**src/rtl/bpc_pkg.sv**
```systemverilog
// ----------------------------------------------------------------------------
// bpc_pkg
// Shared types and constants for the box placement checker.
// ----------------------------------------------------------------------------
package bpc_pkg;

  localparam int unsigned MaxBoxesDef  = 256;
  localparam int unsigned CoordBitsDef = 16;

  localparam int unsigned FieldW    = 16;  // width of every coordinate and size field
  localparam int unsigned LimitW    = 16;
  localparam int unsigned SumW      = FieldW + 2;
  localparam int unsigned ConflictW = 8;
  localparam int unsigned CfgIdxW   = 2;
  localparam int unsigned InDataW   = 9 * FieldW;
  localparam int unsigned InUserW   = 1;
  localparam int unsigned OutDataW  = 16;

  typedef enum logic [2:0] {
    ST_OK      = 3'd0,
    ST_WALL    = 3'd1,
    ST_ORIGIN  = 3'd2,
    ST_SIZE    = 3'd3,
    ST_OVERLAP = 3'd4,
    ST_FULL    = 3'd5
  } status_e;

  typedef enum logic [CfgIdxW-1:0] {
    REG_LENGTH = 2'd0,
    REG_WIDTH  = 2'd1,
    REG_HEIGHT = 2'd2
  } cfg_reg_e;

  typedef enum logic [1:0] {
    S_IDLE,
    S_CHECK,
    S_SCAN,
    S_FINISH
  } fsm_e;

  typedef struct packed {
    logic [LimitW-1:0] len;
    logic [LimitW-1:0] wid;
    logic [LimitW-1:0] hgt;
  } limits_t;

  typedef struct packed {
    status_e               status;
    logic [ConflictW-1:0]  conflict;
    logic                  tour_ok;
  } result_t;

endpackage

```
**src/rtl/bpc_prechk.sv**
```systemverilog
// ----------------------------------------------------------------------------
// bpc_prechk
// Wall, origin and size checks on one box, first failure wins.
// ----------------------------------------------------------------------------
module bpc_prechk #(
  parameter int unsigned COORD_W = 16
) (
  input  logic [2:0][COORD_W-1:0]            lo_i,
  input  logic [2:0][COORD_W-1:0]            hi_i,
  input  logic [2:0][bpc_pkg::FieldW-1:0]    sz_i,
  input  bpc_pkg::limits_t                   limits_i,
  output bpc_pkg::status_e                   status_o
);

  logic [2:0][COORD_W-1:0] ext;
  logic                    wall;
  logic                    origin;
  logic                    below;
  logic [bpc_pkg::SumW-1:0] ext_sum;
  logic [bpc_pkg::SumW-1:0] size_sum;

  always_comb begin
    for (int a = 0; a < 3; a++) begin
      ext[a] = hi_i[a] - lo_i[a];
    end
    wall = (bpc_pkg::LimitW'(hi_i[0]) > limits_i.len) ||
           (bpc_pkg::LimitW'(hi_i[1]) > limits_i.wid) ||
           (bpc_pkg::LimitW'(hi_i[2]) > limits_i.hgt);
    origin = (hi_i[0] == '0) && (hi_i[1] == '0) && (hi_i[2] == '0);
    below  = (hi_i[0] < lo_i[0]) || (hi_i[1] < lo_i[1]) || (hi_i[2] < lo_i[2]);
    ext_sum  = bpc_pkg::SumW'(ext[0]) + bpc_pkg::SumW'(ext[1]) + bpc_pkg::SumW'(ext[2]);
    size_sum = bpc_pkg::SumW'(sz_i[0]) + bpc_pkg::SumW'(sz_i[1]) +
               bpc_pkg::SumW'(sz_i[2]);
    if (wall) begin
      status_o = bpc_pkg::ST_WALL;
    end else if (origin) begin
      status_o = bpc_pkg::ST_ORIGIN;
    end else if (below || (ext_sum != size_sum)) begin
      status_o = bpc_pkg::ST_SIZE;
    end else begin
      status_o = bpc_pkg::ST_OK;
    end
  end

endmodule

```
**src/rtl/bpc_ctrl.sv**
```systemverilog
// ----------------------------------------------------------------------------
// bpc_ctrl
// Sequencer: latches a box, runs the front checks, scans the corner store
// one entry per cycle and appends the box unless the store is full.
// ----------------------------------------------------------------------------
module bpc_ctrl #(
  parameter int unsigned MAX_BOXES = bpc_pkg::MaxBoxesDef,
  parameter int unsigned COORD_W   = bpc_pkg::CoordBitsDef
) (
  input  logic                               clk_i,
  input  logic                               rst_ni,
  input  logic                               in_valid_i,
  output logic                               in_ready_o,
  input  logic                               new_tour_i,
  input  logic [2:0][COORD_W-1:0]            lo_i,
  input  logic [2:0][COORD_W-1:0]            hi_i,
  input  logic [2:0][bpc_pkg::FieldW-1:0]    sz_i,
  input  bpc_pkg::limits_t                   limits_i,
  output logic                               ram_we_o,
  output logic [$clog2(MAX_BOXES)-1:0]       ram_waddr_o,
  output logic [6*COORD_W-1:0]               ram_wdata_o,
  output logic                               ram_re_o,
  output logic [$clog2(MAX_BOXES)-1:0]       ram_raddr_o,
  input  logic [6*COORD_W-1:0]               ram_rdata_i,
  output logic                               res_valid_o,
  input  logic                               res_ready_i,
  output bpc_pkg::result_t                   res_o
);

  localparam int unsigned AddrW = $clog2(MAX_BOXES);
  localparam int unsigned CntW  = $clog2(MAX_BOXES + 1);
  localparam int unsigned PadW  = (AddrW > bpc_pkg::ConflictW) ? AddrW : bpc_pkg::ConflictW;
  localparam logic [CntW-1:0] CntMax = CntW'(MAX_BOXES);

  bpc_pkg::fsm_e state_q, state_d;

  logic [2:0][COORD_W-1:0]         lo_q, lo_d, hi_q, hi_d;
  logic [2:0][bpc_pkg::FieldW-1:0] sz_q, sz_d;
  logic [CntW-1:0]                 cnt_q, cnt_d;
  logic                            tour_q, tour_d;
  logic [AddrW-1:0]                ptr_q, ptr_d;
  bpc_pkg::status_e                status_q, status_d;
  logic [bpc_pkg::ConflictW-1:0]   conf_q, conf_d;

  bpc_pkg::status_e                pre_status;
  logic [2:0][COORD_W-1:0]         st_lo, st_hi;
  logic                            hit;
  logic                            full;
  logic                            last;
  logic [PadW-1:0]                 ptr_pad;

  bpc_prechk #(
    .COORD_W (COORD_W)
  ) u_prechk (
    .lo_i     (lo_q),
    .hi_i     (hi_q),
    .sz_i     (sz_q),
    .limits_i (limits_i),
    .status_o (pre_status)
  );

  assign st_lo = ram_rdata_i[3*COORD_W-1:0];
  assign st_hi = ram_rdata_i[6*COORD_W-1:3*COORD_W];

  // strict overlap on all three axes
  assign hit = (lo_q[0] < st_hi[0]) && (lo_q[1] < st_hi[1]) && (lo_q[2] < st_hi[2]) &&
               (st_lo[0] < hi_q[0]) && (st_lo[1] < hi_q[1]) && (st_lo[2] < hi_q[2]);

  assign full    = (cnt_q == CntMax);
  assign last    = ((CntW'(ptr_q) + CntW'(1)) == cnt_q);
  assign ptr_pad = PadW'(ptr_q);

  assign ram_waddr_o = cnt_q[AddrW-1:0];
  assign ram_wdata_o = {hi_q, lo_q};

  always_comb begin
    state_d     = state_q;
    lo_d        = lo_q;
    hi_d        = hi_q;
    sz_d        = sz_q;
    cnt_d       = cnt_q;
    tour_d      = tour_q;
    ptr_d       = ptr_q;
    status_d    = status_q;
    conf_d      = conf_q;
    in_ready_o  = 1'b0;
    ram_re_o    = 1'b0;
    ram_raddr_o = '0;
    ram_we_o    = 1'b0;
    res_valid_o = 1'b0;
    case (state_q)
      bpc_pkg::S_IDLE: begin
        in_ready_o = 1'b1;
        if (in_valid_i) begin
          lo_d = lo_i;
          hi_d = hi_i;
          sz_d = sz_i;
          if (new_tour_i) begin
            cnt_d  = '0;
            tour_d = 1'b1;
          end
          state_d = bpc_pkg::S_CHECK;
        end
      end
      bpc_pkg::S_CHECK: begin
        conf_d = '0;
        if (pre_status != bpc_pkg::ST_OK) begin
          status_d = pre_status;
          state_d  = bpc_pkg::S_FINISH;
        end else if (cnt_q == '0) begin
          status_d = bpc_pkg::ST_OK;
          state_d  = bpc_pkg::S_FINISH;
        end else begin
          ram_re_o    = 1'b1;
          ram_raddr_o = '0;
          ptr_d       = '0;
          state_d     = bpc_pkg::S_SCAN;
        end
      end
      bpc_pkg::S_SCAN: begin
        // read data belongs to entry ptr_q
        if (hit) begin
          status_d = bpc_pkg::ST_OVERLAP;
          conf_d   = ptr_pad[bpc_pkg::ConflictW-1:0];
          state_d  = bpc_pkg::S_FINISH;
        end else if (last) begin
          status_d = full ? bpc_pkg::ST_FULL : bpc_pkg::ST_OK;
          state_d  = bpc_pkg::S_FINISH;
        end else begin
          ram_re_o    = 1'b1;
          ram_raddr_o = ptr_q + AddrW'(1);
          ptr_d       = ptr_q + AddrW'(1);
        end
      end
      bpc_pkg::S_FINISH: begin
        if (res_ready_i) begin
          res_valid_o = 1'b1;
          if (!full) begin
            ram_we_o = 1'b1;
            cnt_d    = cnt_q + CntW'(1);
          end
          tour_d  = tour_q & (status_q == bpc_pkg::ST_OK);
          state_d = bpc_pkg::S_IDLE;
        end
      end
      default: begin
        state_d = bpc_pkg::S_IDLE;
      end
    endcase
  end

  assign res_o.status   = status_q;
  assign res_o.conflict = conf_q;
  assign res_o.tour_ok  = tour_q & (status_q == bpc_pkg::ST_OK);

  always_ff @(posedge clk_i or negedge rst_ni) begin
    if (!rst_ni) begin
      state_q <= bpc_pkg::S_IDLE;
      cnt_q   <= '0;
      tour_q  <= 1'b1;
    end else begin
      state_q <= state_d;
      cnt_q   <= cnt_d;
      tour_q  <= tour_d;
    end
  end

  always_ff @(posedge clk_i) begin
    lo_q     <= lo_d;
    hi_q     <= hi_d;
    sz_q     <= sz_d;
    ptr_q    <= ptr_d;
    status_q <= status_d;
    conf_q   <= conf_d;
  end

endmodule

```
**config.mk**
```make
export PLATFORM = sky130hd
export DESIGN_NAME = bpc_ctrl
export DESIGN_NICKNAME = d
export VERILOG_FILES = /design/src/rtl/bpc_pkg.sv /design/src/rtl/bpc_prechk.sv /design/src/rtl/bpc_ctrl.sv
export SDC_FILE = /design/constraint.sdc
export NUM_CORES = 1
export LEC_CHECK = 0
export BUFFER_PORTS_ARGS = -buffer_cell sky130_fd_sc_hd__buf_2
export CAP_MARGIN = 20
export CORE_UTILIZATION = 30
export DETAILED_ROUTE_END_ITERATION = 8
export PLACE_DENSITY_LB_ADDON = 0.08
export REMOVE_ABC_BUFFERS = 1
export SETUP_SLACK_MARGIN = 0.3
export SYNTH_ARGS = -nofsm -noshare
export SYNTH_HDL_FRONTEND = slang
export SYNTH_HIERARCHICAL = 1
export SYNTH_SLANG_ARGS = --single-unit
export TNS_END_PERCENT = 50
```
**constraint.sdc**
```tcl
create_clock -name clk_i -period 10.09 [get_ports clk_i]
set_clock_uncertainty 0.15 [all_clocks]
set_input_delay 0.5045 -clock clk_i [delete_from_list [all_inputs] [get_ports clk_i]]
set_output_delay 0.5045 -clock clk_i [all_outputs]
set_load 0.02 [all_outputs]
```
-- Yosys cells after proc, flatten, opt, wreduce, memory -nomap -nowiden
Cells that the tools add are included.
- memories: 0
- ROM bits: 0
- output and inout port bits: 128
- input bits: 293
- latch bits: 0
- word-level logic and storage cells: 129
- bits in writable memories: 0
- bits in registers: 175
- shifts and indexed selects: 0
- $add $sub $neg: 10
- $lt $le $gt $ge: 12
- reduce and logical (&&, ||, !) cells: 28
- divide/modulo/power cells: 0
- equal/unequal tests: 17
- multipliers: 0
- bitwise logic cells: 1
- muxes and demuxes: 46
- operator list (operator ; count):
    < comparator 16 bit ; 9
    2-to-1 mux 8 bit ; 8
    greater-than comparator 16 bit ; 3
    logical NOT 16 bit ; 3
    subtractor 16 bit ; 3
    adder 18 x 16 -> 18 bit ; 2
    2-to-1 mux 9 bit ; 4
    adder 16 x 16 -> 17 bit ; 2
    case mux 8 bit (2 select lines) ; 2
    2-to-1 mux 3 bit ; 7
    inequality test 18 bit ; 1
    inequality test 2 bit (second input constant) ; 9
    case mux 9 bit (2 select lines) ; 1
    2-to-1 mux 1 bit ; 15
    2-to-1 mux 2 bit ; 5
    AND reduction 5 bit ; 2
    adder 8 x 1 -> 9 bit (second input constant) ; 1
    adder 9 x 1 -> 9 bit (second input constant) ; 1
    == test 9 bit ; 1
    == test 9 bit (second input constant) ; 1
    logical NOT 9 bit ; 1
    adder 8 x 1 -> 8 bit (second input constant) ; 1
    case mux 2 bit (4 select lines) ; 1
    logical AND 1 bit ; 7
    14 further kinds ; 24

-- Depth between registers and ports, before layout
Gate-level depths: netlist of the first run.
- word-level depth: 11
- mapped depth: 28
- mapped depth without buffers: 28

-- By module
Netlist of the first run, hierarchy kept.
- modules (own cells, without submodules) (module ; seq. area each (um^2) ; cells an instance ; area an instance (um^2) ; times used):
    bpc_ctrl ; 5196.2 ; 641 ; 8411.8 ; 1
    bpc_prechk ; 0.0 ; 791 ; 6002.0 ; 1

-- Least setup slack after synthesis of the first run
OpenSTA, ideal clock, no wires.
- kind: register to register
- from: reg hi_q (netlist bit ram_wdata_o[48])
- to: reg ptr_q[0], in the netlist ptr_pad[0], enable pin
- arrival time: 5.551 ns
- required time: 9.565 ns
- library setup time: 0.375 ns
- cell stages (with the launch flop): 27
- slack: 4.013 ns
- path buffers: 1
- cell sequence: edfxtp_1 > inv_1 > ha_1 > fa_1 > nor2b_1 > o21ai_0 > o211ai_1 > and3_1 > or2_2 > a21oi_1 > xor2_1 > fa_1 > inv_1 > ha_1 > clkbuf_1 > a2111oi_2 > a32oi_1 > nand3_1 > nand3_1 > xnor3_1 > nand2b_1 > nor4_2 > a31oi_1 > nor3_1 > o21ai_0 > and2_1 > a21oi_1
- longest elaborated chain between the ends: 11
- elaborated cells on any way between the ends: 25
- those cells by class: 3 x add/sub; 3 x order compare; 3 x eq/ne; 3 x mux; 13 x reduce/logical
- ends and longest elaborated chain (what ; line ; RTL):
    start: declaration ; bpc_ctrl.sv:37 ; logic [2:0][COORD_W-1:0] lo_q, lo_d, hi_q, hi_d;
    start signal: assignment ; bpc_ctrl.sv:170 ; hi_q <= hi_d;
    subtractor 16 bit ; bpc_prechk.sv:24 ; ext[a] = hi_i[a] - lo_i[a];
    adder 16 x 16 -> 17 bit ; bpc_prechk.sv:31 ; ext_sum = bpc_pkg::SumW'(ext[0]) + bpc_pkg::SumW'(ext[1]) + bpc_pkg::SumW'(ext[2]);
    adder 18 x 16 -> 18 bit ; bpc_prechk.sv:31 ;
    inequality test 18 bit ; bpc_prechk.sv:38 ; end else if (below || (ext_sum != size_sum)) begin
    logical OR 1 bit ; bpc_prechk.sv:38 ;
    2-to-1 mux 2 bit ; bpc_prechk.sv:38 ;
    2-to-1 mux 3 bit ; bpc_prechk.sv:36 ; end else if (origin) begin
    2-to-1 mux 3 bit (*) ; bpc_prechk.sv:34 ; if (wall) begin
    via pre_status[1] ; bpc_ctrl.sv:45 ; bpc_pkg::status_e pre_status;
    nonzero test 3 bit (*) ; bpc_ctrl.sv:107 ; if (pre_status != bpc_pkg::ST_OK) begin
    inequality test 2 bit (no line) (*) ; -- ;
    AND reduction 5 bit (no line) (*) ; -- ;
    end signal: assignment ; bpc_ctrl.sv:172 ; ptr_q <= ptr_d;
    end: declaration ; bpc_ctrl.sv:41 ; logic [AddrW-1:0] ptr_q, ptr_d;
Mark *: on every way through the listed nets, which the timed path passes. The rest lies on a longest branch.
A chain may end at the register's enable or synchronous reset.

-- Worst setup path after layout of the first run
- from: reg hi_q (netlist bit ram_wdata_o[48])
- to: out ram_re_o
- longest elaborated chain between the ends: 11
- elaborated cells on any way between the ends: 25
- those cells by class: 3 x add/sub; 3 x order compare; 1 x eq/ne; 6 x mux; 12 x reduce/logical
- ends and longest elaborated chain (what ; line ; RTL):
    subtractor 16 bit ; bpc_prechk.sv:24 ;
    adder 16 x 16 -> 17 bit ; bpc_prechk.sv:31 ;
    adder 18 x 16 -> 18 bit ; bpc_prechk.sv:31 ;
    inequality test 18 bit ; bpc_prechk.sv:38 ;
    logical OR 1 bit ; bpc_prechk.sv:38 ;
    2-to-1 mux 2 bit ; bpc_prechk.sv:38 ;
    2-to-1 mux 3 bit ; bpc_prechk.sv:36 ;
    2-to-1 mux 3 bit (*) ; bpc_prechk.sv:34 ;
    via pre_status[1] ; bpc_ctrl.sv:45 ;
    nonzero test 3 bit (*) ; bpc_ctrl.sv:107 ;
    2-to-1 mux 1 bit (*) ; bpc_ctrl.sv:107 ;
    case mux 1 bit (2 select lines) (*) ; bpc_ctrl.sv:91 ; case (state_q)
    end: declaration ; bpc_ctrl.sv:22 ; output logic ram_re_o,
Marked as above.

==> summary.md, run 1 <==
| Metric | Value |
|---|---|
| Run status | complete, no violations |
| Layout area overhead | 32.3% |
| CP endpoint kind | primary output |
| CTS buffer count | 17 |
| Number of enable flip-flop cells after synthesis | around 160 |
| # fillers | 4780 |
| Synthesized area per cell | around 10 µm² |
| CP Data Required Time | 9.44 ns |
| RR Startpoint | ram_wdata_o[48] |
| Global placement routability congestion | 0.882 |
| Clk slew on worst S/H paths | around 0.07 ns |
| Crit path launch type | register |
| Commonest cells after routing, fill and taps aside | buf_2 (420), inv_1 (247), ha_1 (223) |
| Synth Register Bits | between 150 and 200 |
| Distinct cells, synth | 76 |
| Final nets | roughly 2500 |
| CTS tree | yes |
| Final Cycle Share | ~75% |
| Post-DRT Antenna Nets | 0 |
| Initial Util | around 31% |
| Number of top-level pins | 421 |
| DRC Markers | 0 |
| Hold slack | 0.0491 ns |
| Tmin final | roughly 7.6 ns |
| Worst r2r dst | ptr_pad[7] |
| First-pass DRT Iterations | 5 |
| Unrepaired setup endpoints after global routing | false |
| Synth Warn # | 6 |
| Cell Rows | ~80 |
| Global-route wire length before repair | about 78000 µm |
| Cell family with most CP delay | compound AO/OA/AOI/OAI gates |
| Clock root buffer | clkbuf_16 |
| Die area | 48900 µm² |
| Sequential share of the synthesized area | between 30 and 40% |
| Worst reg2reg path depth | 25 |
| Worst Hold Class | input pin to register |
| Cts repair resizes | 0 |
| Most used cell, CP | o21ai_0 |
| Antenna violations before repair | 9 |
| Hpwl dp | between 40000 and 50000 µm |
| Core box area | ~47000 µm² |
| CTS Sinks | 175 |
| Setup TNS | 0 ns |
| Die X | around 220 µm |
| PwrDens | roughly 300 nW/µm² |
| Reg2Reg Setup Slack | 2.81 ns |
| Hold Crit Depth | 1 |
| Synth Flop Type | edfxtp_1 |
| Max IR drop VDD | about 0.00017 V |
| Clock buffer depth | 2 |
| Vias | around 13000 |
| Die Ht | roughly 220 µm |
| Final Max Slew Viols | 0 |
| Vias in the first global route | 12817 |
| Fraction of layout cells with a size suffix above 1 | about a quarter |
| Switching part of the total | 46.3% |
| Leakage | ~9.1 nW |
| Clock Latency Late Sink | ~0.50 ns |
| Cell-internal power | just over 3 mW |
| GRT overflow | 0 |
| H-tree Lvls | 4 |
| I/O Buffers | 420 |
| Number of DRC markers in iteration 0 | approximately 660 |
| Clock network fraction of design power | between 10% and 20% |
| Worst-margin pin slew | between 0.8 and 0.9 ns |
| FMAX | around 130 MHz |
| Hold-fix buffers at CTS | 123 |
| Cells after synthesis | roughly 1400 |
| Overall Global Routing Usage | a little over a fifth |
| End of the worst hold path | sz_q[2] |
| Postcts setup bufs | 0 |
| Slowest stage delay, CP | slightly above 0.5 ns |
| Buf+Inv Stages, Crit Path | 3 |
| CP max FO | 7 |
| Drt via density | ~4.8 |
| Routed WL per cell | 20.2 µm |
| Max Cap Viol | 0 |
| Largest net degree at the start of global routing | 63 |
| Syn Std Cell Area | around 14000 µm² |
| Comb pwr share | approximately 67% |
| Final Hold Viols | 0 |
| Post-synth ARST share | a little under 7% |
| Sequential power share | between 20% and 30% |
| Worst Path Arrival | about 7 ns |
| Net Switching | approximately 2.6 mW |
| Max_slew headroom | roughly two fifths |
| Crit path kind | register to primary output |
| Hold Crit Start | sz_i[2] |
| Final WL | between 50000 and 60000 µm |
| Final setup fails | 0 |
| Most common cell after layout, fill and taps aside | buf_2 |
| Slowest stage cell on the critical path | nor4_2 |
==> stage by stage <==
stage               cell area, µm²  instances  setup WS [ns]  util [%]  total power [mW]
floorplan                    14300       1416           4.08         -              3.99
global placement             17200       2446           3.05      36.6              4.95
detailed placement           17200       2446           2.82      36.6              4.95
CTS                          19100       2601           2.43      40.6              5.74
global route                 19100       2607           1.92      40.6              6.18
finish                       19100       2607           2.53      40.6              5.69
==> registers in the layout (all words and copies together), names as in the netlist <==
register,count
cnt_q,9
tour_q,1
ram_wdata_o,96
ptr_pad,8
status_q,3
sz_q,48
state_q,2
conf_q,8
==> final cells by class <==
cell class	instances	area, µm²	area share, %
multi-input cells	994	8200	43.0
flip-flops and latches	175	5200	27.3
repair buffers	546	3360	17.6
inverters	247	927	4.86
well taps	607	759	3.98
clock buffers	20	457	2.40
clock inverters	12	159	0.833
diodes	6	15.0	0.0787
==> cells in the mapped netlist, types with 3 or more instances <==
master | count | area (µm²)
xor2_1 | 36 | 315
or2_2 | 3 | 18.8
a211o_1 | 4 | 35.0
nand2_1 | 59 | 221
o221ai_1 | 5 | 43.8
nand4_1 | 29 | 181
edfxtp_1 | 163 | 4890
a211oi_1 | 14 | 105
a21boi_0 | 4 | 30.0
nor4b_1 | 3 | 26.3
nor3_1 | 31 | 155
and3_1 | 6 | 37.5
nand3_1 | 29 | 145
o21a_1 | 17 | 128
o21bai_1 | 7 | 52.6
clkbuf_1 | 6 | 22.5
nor4_1 | 22 | 138
o31ai_1 | 4 | 30.0
a2111oi_4 | 3 | 82.6
nand2b_1 | 18 | 113
and2_1 | 16 | 100
and4_1 | 3 | 26.3
xnor2_1 | 61 | 534
nor2b_1 | 16 | 100
dfrtp_1 | 11 | 275
a31oi_1 | 7 | 43.8
or3_1 | 11 | 68.8
ha_1 | 223 | 2790
inv_1 | 247 | 927
nor2_1 | 81 | 304
fa_1 | 37 | 741
buf_4 | 9 | 67.6
a22oi_1 | 4 | 30.0
o21ai_0 | 59 | 295
o211ai_1 | 9 | 67.6
a21o_1 | 32 | 240
a21oi_1 | 85 | 425
o31a_1 | 3 | 26.3
o21ai_1 | 3 | 15.0
o21ai_2 | 3 | 26.3
==> power by group through the flow <==
stage               Clock, mW  Sequential (mW)  Combinational, mW
floorplan                   0             1.22               2.78
global placement            0             1.18               3.77
detailed placement          0             1.18               3.77
CTS                     0.744             1.17               3.83
global route            0.758             1.18               4.24
finish                  0.715             1.16               3.81
==> cell families (layout without fill, tap and decap cells) <==
family                   count (synthesis)  count (layout)  share of synthesized area, %
other                                    1               7                        0.0260
multiplexers                             1               1                         0.104
AO/OA/AOI/OAI                          294             294                          13.8
XOR/XNOR                               100             100                          6.37
flip-flops                             175             175                          36.1
adder cells (fa/ha/maj)                260             260                          24.5
buffers and inverters                  263             825                          7.09
AND/OR/NAND/NOR                        338             338                          12.0
==> how the worst max path moves through the flow <==
stage,from,endpoint,slack (ns),cells after the start
global placement,ram_wdata_o[48],ptr_pad[4],3.05,25
finish,ram_wdata_o[48],ram_re_o,2.53,26
global route,ram_wdata_o[65],ram_re_o,1.92,27
detailed placement,ram_wdata_o[48],ptr_pad[2],2.82,25
CTS,ram_wdata_o[48],ram_re_o,2.43,26
floorplan,ram_wdata_o[48],ptr_pad[0],4.08,25
==> routing by layer <==
layer | part of all wire [%] | GRT usage (%) | wire length, µm | vias up
met2 | 50 | 38.1 | 26200 | 312
li1 | - | - | - | 6167
met4 | 2.3 | 8.44 | 1240 | 6
met3 | 4.2 | 4.06 | 2230 | 69
met1 | 44 | 26.4 | 23000 | 5976
met5 | 0.076 | 0 | 40 | -
(Power assumes the default switching activity.)
==> run 2: changes to the inputs <==
- clock period: 10.09 -> 6.5 ns (I/O delays scaled with it)
==> run 2 against run 1 <==
  * Register-to-register slack got worse by 2.3 ns
  * Design area is 6.2% higher
  * Largest cell class unchanged
  * Flip-flop and latch count unchanged
  * Wire length up 2.0%
  * Critical path depth unchanged
  * Clock power rose by 45%
  * Count of clock-buffer cells in the layout down 1
  * Global-route usage increased by 0.45 points
  * Worst hold slack improved by 0.067 ns
  * Cell count grew 3.2%
==> summary.md, run 2 (synthesis gave the netlist of run 1 again) <==
| Metric | Value |
|---|---|
| Run status | complete, no violations (unchanged) |
| Fraction of layout cells with a size suffix above 1 | 29.7% (was 24.2%) |
| Max_slew headroom | 32.9% (was 40.9%) |
| Buf+Inv Stages, Crit Path | 3 (unchanged) |
| Unrepaired setup endpoints after global routing | true (was false) |
| Post-DRT Antenna Nets | 0 (unchanged) |
| Tmin final | around 6.4 ns |
| Cell Rows | 79 (unchanged) |
| Clock root buffer | clkbuf_16 (unchanged) |
| Crit path launch type | register (unchanged) |
| CTS buffer count | 17 (unchanged) |
| CP endpoint kind | primary output (unchanged) |
| Die Ht | 221 µm (unchanged) |
| Die X | 221 µm (unchanged) |
| Routed WL per cell | 20.0 µm (was 20.2 µm) |
| Worst Hold Class | input pin to register (unchanged) |
| PwrDens | 497 nW/µm² (was 299 nW/µm²) |
| Min setup slack post-route | 0.0989 ns (was 2.53 ns) |
| Final nets | 2620 (was 2534) |
| Number of DRC markers in iteration 0 | 557 (was 658) |
| CTS Sinks | 175 (unchanged) |
| I/O Buffers | 420 (unchanged) |
| Most used cell, CP | o21ai_2 (was o21ai_0) |
| Place WS | -0.104 ns (was 2.82 ns) |
| Cell family with most CP delay | compound AO/OA/AOI/OAI gates (unchanged) |
| Layout area overhead | 40.5% (was 32.3%) |
| Final WL | 53800 µm (was 52800 µm) |
| CTS tree | yes (unchanged) |
| Max Cap Viol | 0 (unchanged) |
| Clock buffer depth | 2 (unchanged) |
| FMAX | 156 MHz |
| Cell count after placement | 2494 (was 2446) |
| H-tree Lvls | 4 (unchanged) |
| Final cell count without fillers | 2691 (was 2607) |
| Worst Path Arrival | 5.93 ns (was 6.90 ns) |
| Vias | 12777 (was 12530) |
| Max reg flops | 96 (unchanged) |
| Hold Crit Depth | 5 (was 1) |
| Overall Global Routing Usage | 22.2% (was 21.8%) |
| Vias in the first global route | 13345 (was 12817) |
| Initial Util | 30.7% (unchanged) |
| Core box area | 47000 µm² (unchanged) |
| Slowest stage delay, CP | 0.58 ns (was 0.51 ns) |
| Antenna violations before repair | 6 (was 9) |
| Final Hold Viols | 0 (unchanged) |
| Slowest stage cell on the critical path | fa_1 (was nor4_2) |
| Number of cells on the critical path | 26 (unchanged) |
| Clk slew on worst S/H paths | 0.07 ns (about the same) |
| Global-route wire length before repair | 80200 µm (was 78000 µm) |
| DRC Markers | 0 (unchanged) |
| Final setup fails | 0 (unchanged) |
| Die area | 48900 µm² (unchanged) |
| First-pass DRT Iterations | 4 (was 5) |
| CP Data Required Time | 6.02 ns (was 9.44 ns) |
| Most common cell after layout, fill and taps aside | buf_2 (unchanged) |
| Worst reg2reg path depth | 26 (was 25) |
| CP max FO | 3 (was 7) |
| Drt via density | 4.75 (was 4.81) |
| Final Max Slew Viols | 0 (unchanged) |
| Worst-margin pin slew | 1.00 ns (was 0.886 ns) |
| Clock Latency Late Sink | 0.48 ns (was 0.50 ns) |
| Final Cycle Share | 98.5% |
| Max IR drop VDD | 0.000404 V (was 0.000174 V) |
| GRT overflow | 0 (unchanged) |
| Leakage | 9.55 nW (was 9.07 nW) |
| Number of top-level pins | 421 (unchanged) |
| Hpwl dp | 44500 µm (was 44200 µm) |
| Largest net degree at the start of global routing | 59 (was 63) |
| Commonest cells after routing, fill and taps aside | buf_2 (419), inv_1 (242), ha_1 (214) (was buf_2 (420), inv_1 (247), ha_1 (223)) |
| Global placement routability congestion | 0.885 (was 0.882) |
| Crit path kind | register to primary output (unchanged) |
-- run 2: cell count changes in the layout (fill, tap and decap cells not counted), sizes merged --
cell	change
inv	-1
clkinv	+2
buf	+64
clkinvlp	+1
clkbuf	-1
bufinv	-1
diode	-2
dlygate4sd3	+22
-- run 2: what timing repair did --
item | in CTS | in global routing
endpoints found under the hold margin | 156 | 0
hold buffers | 145 | 0
pin swaps | 49 | 32
gates resized for setup | 82 | 30
setup buffers | 11 | 5
setup endpoints to repair | 13 | 13
-- run 2: worst paths after layout --
path	end	slack (ns)	startpoint
max in group asynchronous	tour_q	5.77	rst_ni
worst min register to register	tour_q	0.36	tour_q
min in group asynchronous	cnt_q[2]	0.14	rst_ni
worst max-delay path	ram_re_o	0.1	ram_wdata_o[0]
worst max register to register	ptr_pad[2]	0.55	ram_wdata_o[0]
worst min-delay path	state_q[0]	0.12	in_valid_i
-- run 2: cell type report --
class,instances,area [µm²]
sequential,175,5200
antenna,4,10.0
timing repair buffer,632,4070
clock inverter,13,139
clock buffer,19,433
inverter,247,927
multi-input combinational,994,8710
tap,607,759
fill,4706,26700
-- run 2: tightest hold or removal path: stages --
cell      delay [ns]
buf_2           0.12
inv_1           0.05
a21oi_1         0.06
nand2_2         0.09
a221oi_2        0.06
-- run 2: where the power goes --
part           leakage, nW  internal [mW]  switching (mW)
registers             1.66           1.54           0.220
clock network        0.269          0.565           0.478
logic                 7.62           3.30            3.95
-- run 2: stage by stage --
step                      power, mW  TNS (ns)  utilization, %  hold slack (ns)  area, µm²
after global placement         7.83   -0.0252            37.4           0.0891      17600
final                          10.1         0            43.1            0.116      20200
after detailed placement       7.85    -0.104            37.4           0.0841      17600
after CTS                      9.71         0            42.7           0.0628      20000
after global routing           10.9    -0.211            43.1            0.112      20200
after floorplan                6.20         0               -           -0.121      14300
-- run 2: layer usage --
layer / track usage [%] / part of all wire, %
met5: 0 / 0.050
met4: 7.38 / 2.3
met3: 5.28 / 5.2
met2: 39.1 / 50
met1: 26.5 / 42
==> run 3: changes to the inputs <==
- GPL_ROUTABILITY_DRIVEN: default -> 0
- HOLD_SLACK_MARGIN: default -> 0.03
- clock period: 6.5 -> 5.5 ns (I/O delays scaled with it)
==> run 3 against run 2 <==
  * The run now ends with negative setup slack left
  * Wire length rose by 2.3%
  * Utilization increased by 2.5 points
  * Sequential power rose by 15%
  * Design area grew 5.8%
  * Die area unchanged
  * Global-route usage up 0.54 points
  * Largest power group unchanged
==> summary.md, run 3 (synthesis gave the netlist of run 1 again) <==
| Metric | Value |
|---|---|
| I/O Buffers | 420 (unchanged) |
| Number of top-level pins | 421 (unchanged) |
| Crit path kind | register to primary output (unchanged) |
| Layout Utilization | 45.6% (was 43.1%) |
| Worst reg2reg path depth | 27 (was 26) |
| Die X | 221 µm (unchanged) |
| Fraction of layout cells with a size suffix above 1 | 34.8% (was 29.7%) |
| Crit path launch type | register (unchanged) |
| Final cell count without fillers | 2837 (was 2691) |
| CTS tree | yes (unchanged) |
| Post-DRT Antenna Nets | 0 (unchanged) |
| Hold Crit Depth | 5 (unchanged) |
| Largest net degree at the start of global routing | 82 (was 59) |
| Run status | finished with violations (was complete, no violations) |
| FMAX | around 160 MHz |
| Routed WL per cell | 19.4 µm (was 20.0 µm) |
| Max IR drop VDD | 0.000521 V (was 0.000404 V) |
| Final WL | 55100 µm (was 53800 µm) |
| CP Data Required Time | 5.08 ns (was 6.02 ns) |
| Worst Hold Class | input pin to register (unchanged) |
| Overall Global Routing Usage | 22.8% (was 22.2%) |
| Final setup fails | 13 (was 0) |
| Vias | 13404 (was 12777) |
| Die area | 48900 µm² (unchanged) |
| Unrepaired setup endpoints after global routing | true (unchanged) |
| DRC Markers | 0 (unchanged) |
| CP endpoint kind | primary output (unchanged) |
| CTS buffer count | 17 (unchanged) |
| CP max FO | 3 (unchanged) |
| Clock root buffer | clkbuf_16 (unchanged) |
| Clock buffer depth | 2 (unchanged) |
| Max reg flops | 96 (unchanged) |
| Hpwl dp | 45600 µm (was 44500 µm) |
| Drt via density | 4.72 (was 4.75) |
| Commonest cells after routing, fill and taps aside | buf_2 (419), inv_1 (240), ha_1 (210) (was buf_2 (419), inv_1 (242), ha_1 (214)) |
| Max Cap Viol | 0 (unchanged) |
| # fillers | 4631 (was 4706) |
| Failing checks | negative setup slack |
| Core box area | 47000 µm² (unchanged) |
| Die Ht | 221 µm (unchanged) |
| Leakage | 10.3 nW (was 9.55 nW) |
| Final nets | 2766 (was 2620) |
| Cell count after placement | 2638 (was 2494) |
| Vias in the first global route | 13978 (was 13345) |
| Most common cell after layout, fill and taps aside | buf_2 (unchanged) |
| Antenna violations before repair | 7 (was 6) |
| Worst Path Arrival | 5.87 ns (was 5.93 ns) |
| GRT overflow | 0 (unchanged) |
| Worst-margin pin slew | 0.929 ns (was 1.00 ns) |
| Max_slew headroom | 38.0% (was 32.9%) |
| Final Max Slew Viols | 0 (unchanged) |
| Tmin final | 6.29 ns |
| PwrDens | 589 nW/µm² (was 497 nW/µm²) |
| Global-route wire length before repair | 82400 µm (was 80200 µm) |
| Final Hold Viols | 0 (unchanged) |
| Clk slew on worst S/H paths | 0.08 ns (was 0.07 ns) |
| Hold slack | 0.0777 ns (was 0.116 ns) |
| Initial Util | 30.7% (unchanged) |
| Final Cycle Share | 114% |
| First-pass DRT Iterations | 5 (was 4) |
| Cell Rows | 79 (unchanged) |
| Layout area overhead | 48.6% (was 40.5%) |
| CTS Sinks | 175 (unchanged) |
| Min setup slack post-route | -0.793 ns (was 0.0989 ns) |
| H-tree Lvls | 4 (unchanged) |
| Number of DRC markers in iteration 0 | 621 (was 557) |
| Clock Latency Late Sink | 0.50 ns (was 0.48 ns) |
==> run 3: what timing repair did <==
item / 4_1_cts / 5_1_grt
endpoints found under the setup margin: 15 / 15
pin swaps: 48 / 42
endpoints found under the hold margin: 156 / 0
hold buffers: 146 / 0
setup buffers: 9 / 8
resized for setup: 84 / 42
==> run 3: layout make-up <==
| class | count | area, µm² | share of cell area, % |
|---|---|---|---|
| Antenna cell | 4 | 10.0 | 0.0467 |
| Clock inverter | 12 | 136 | 0.637 |
| Tap cell | 607 | 759 | 3.55 |
| Sequential cell | 175 | 5200 | 24.3 |
| Inverter | 247 | 927 | 4.33 |
| Multi-Input combinational cell | 994 | 8760 | 40.9 |
| Timing Repair Buffer | 778 | 5180 | 24.2 |
| Clock buffer | 20 | 437 | 2.04 |
==> run 3: critical path, stage by stage, from the launching register on <==
cell,delay (ns)
edfxtp_1,0.43
ha_1,0.32
nor2b_4,0.14
o21ai_4,0.18
a21boi_2,0.09
o211ai_1,0.28
a21oi_2,0.12
buf_4,0.15
a2111oi_4,0.21
buf_4,0.18
xor2_2,0.07
fa_1,0.48
inv_1,0.06
ha_4,0.17
a2111oi_4,0.39
a32oi_2,0.13
a31oi_2,0.23
xnor2_1,0.16
xnor2_1,0.14
nand4_1,0.18
nor4_4,0.28
buf_4,0.18
a31oi_4,0.09
nor3_2,0.15
o21ai_1,0.10
o21ai_2,0.16
and2_4,0.16
buf_6,0.11
==> run 3: final timing paths <==
check,slack (ns),start,endpoint
worst min-delay path,0.08,in_valid_i,state_q[0]
max in group asynchronous,4.01,rst_ni,cnt_q[3]
worst min register to register,0.36,tour_q,tour_q
min in group asynchronous,0.14,rst_ni,tour_q
worst max register to register,-0.32,ram_wdata_o[81],ptr_pad[4]
worst max-delay path,-0.79,ram_wdata_o[81],ram_re_o
==> run 3: routing by layer <==
layer | part of all wire, % | GRT usage [%]
met5 | 0.062 | 0
met4 | 3.0 | 8.73
met3 | 4.8 | 5.05
met2 | 50 | 39.4
met1 | 43 | 27.5
==> run 3: through the flow <==
| step | area, µm² | setup TNS (ns) | power, mW | setup WS [ns] |
|---|---|---|---|---|
| 2_1_floorplan | 14300 | -4.69 | 7.32 | -0.512 |
| 3_3_place_gp | 18700 | -9.75 | 10.1 | -0.814 |
| 3_5_place_dp | 18700 | -11.00 | 10.1 | -0.904 |
| 4_1_cts | 21100 | -4.39 | 12.3 | -0.878 |
| 5_1_grt | 21400 | -8.63 | 13.7 | -1.15 |
| 6_report | 21400 | -3.99 | 12.6 | -0.793 |
==> run 3: where the power goes <==
part	total (mW)	internal [mW]	switching, mW
Clock	1.24	0.669	0.575
Combinational	9.34	4.53	4.81
Sequential	2.03	1.82	0.211
Total	12.6	7.02	5.59
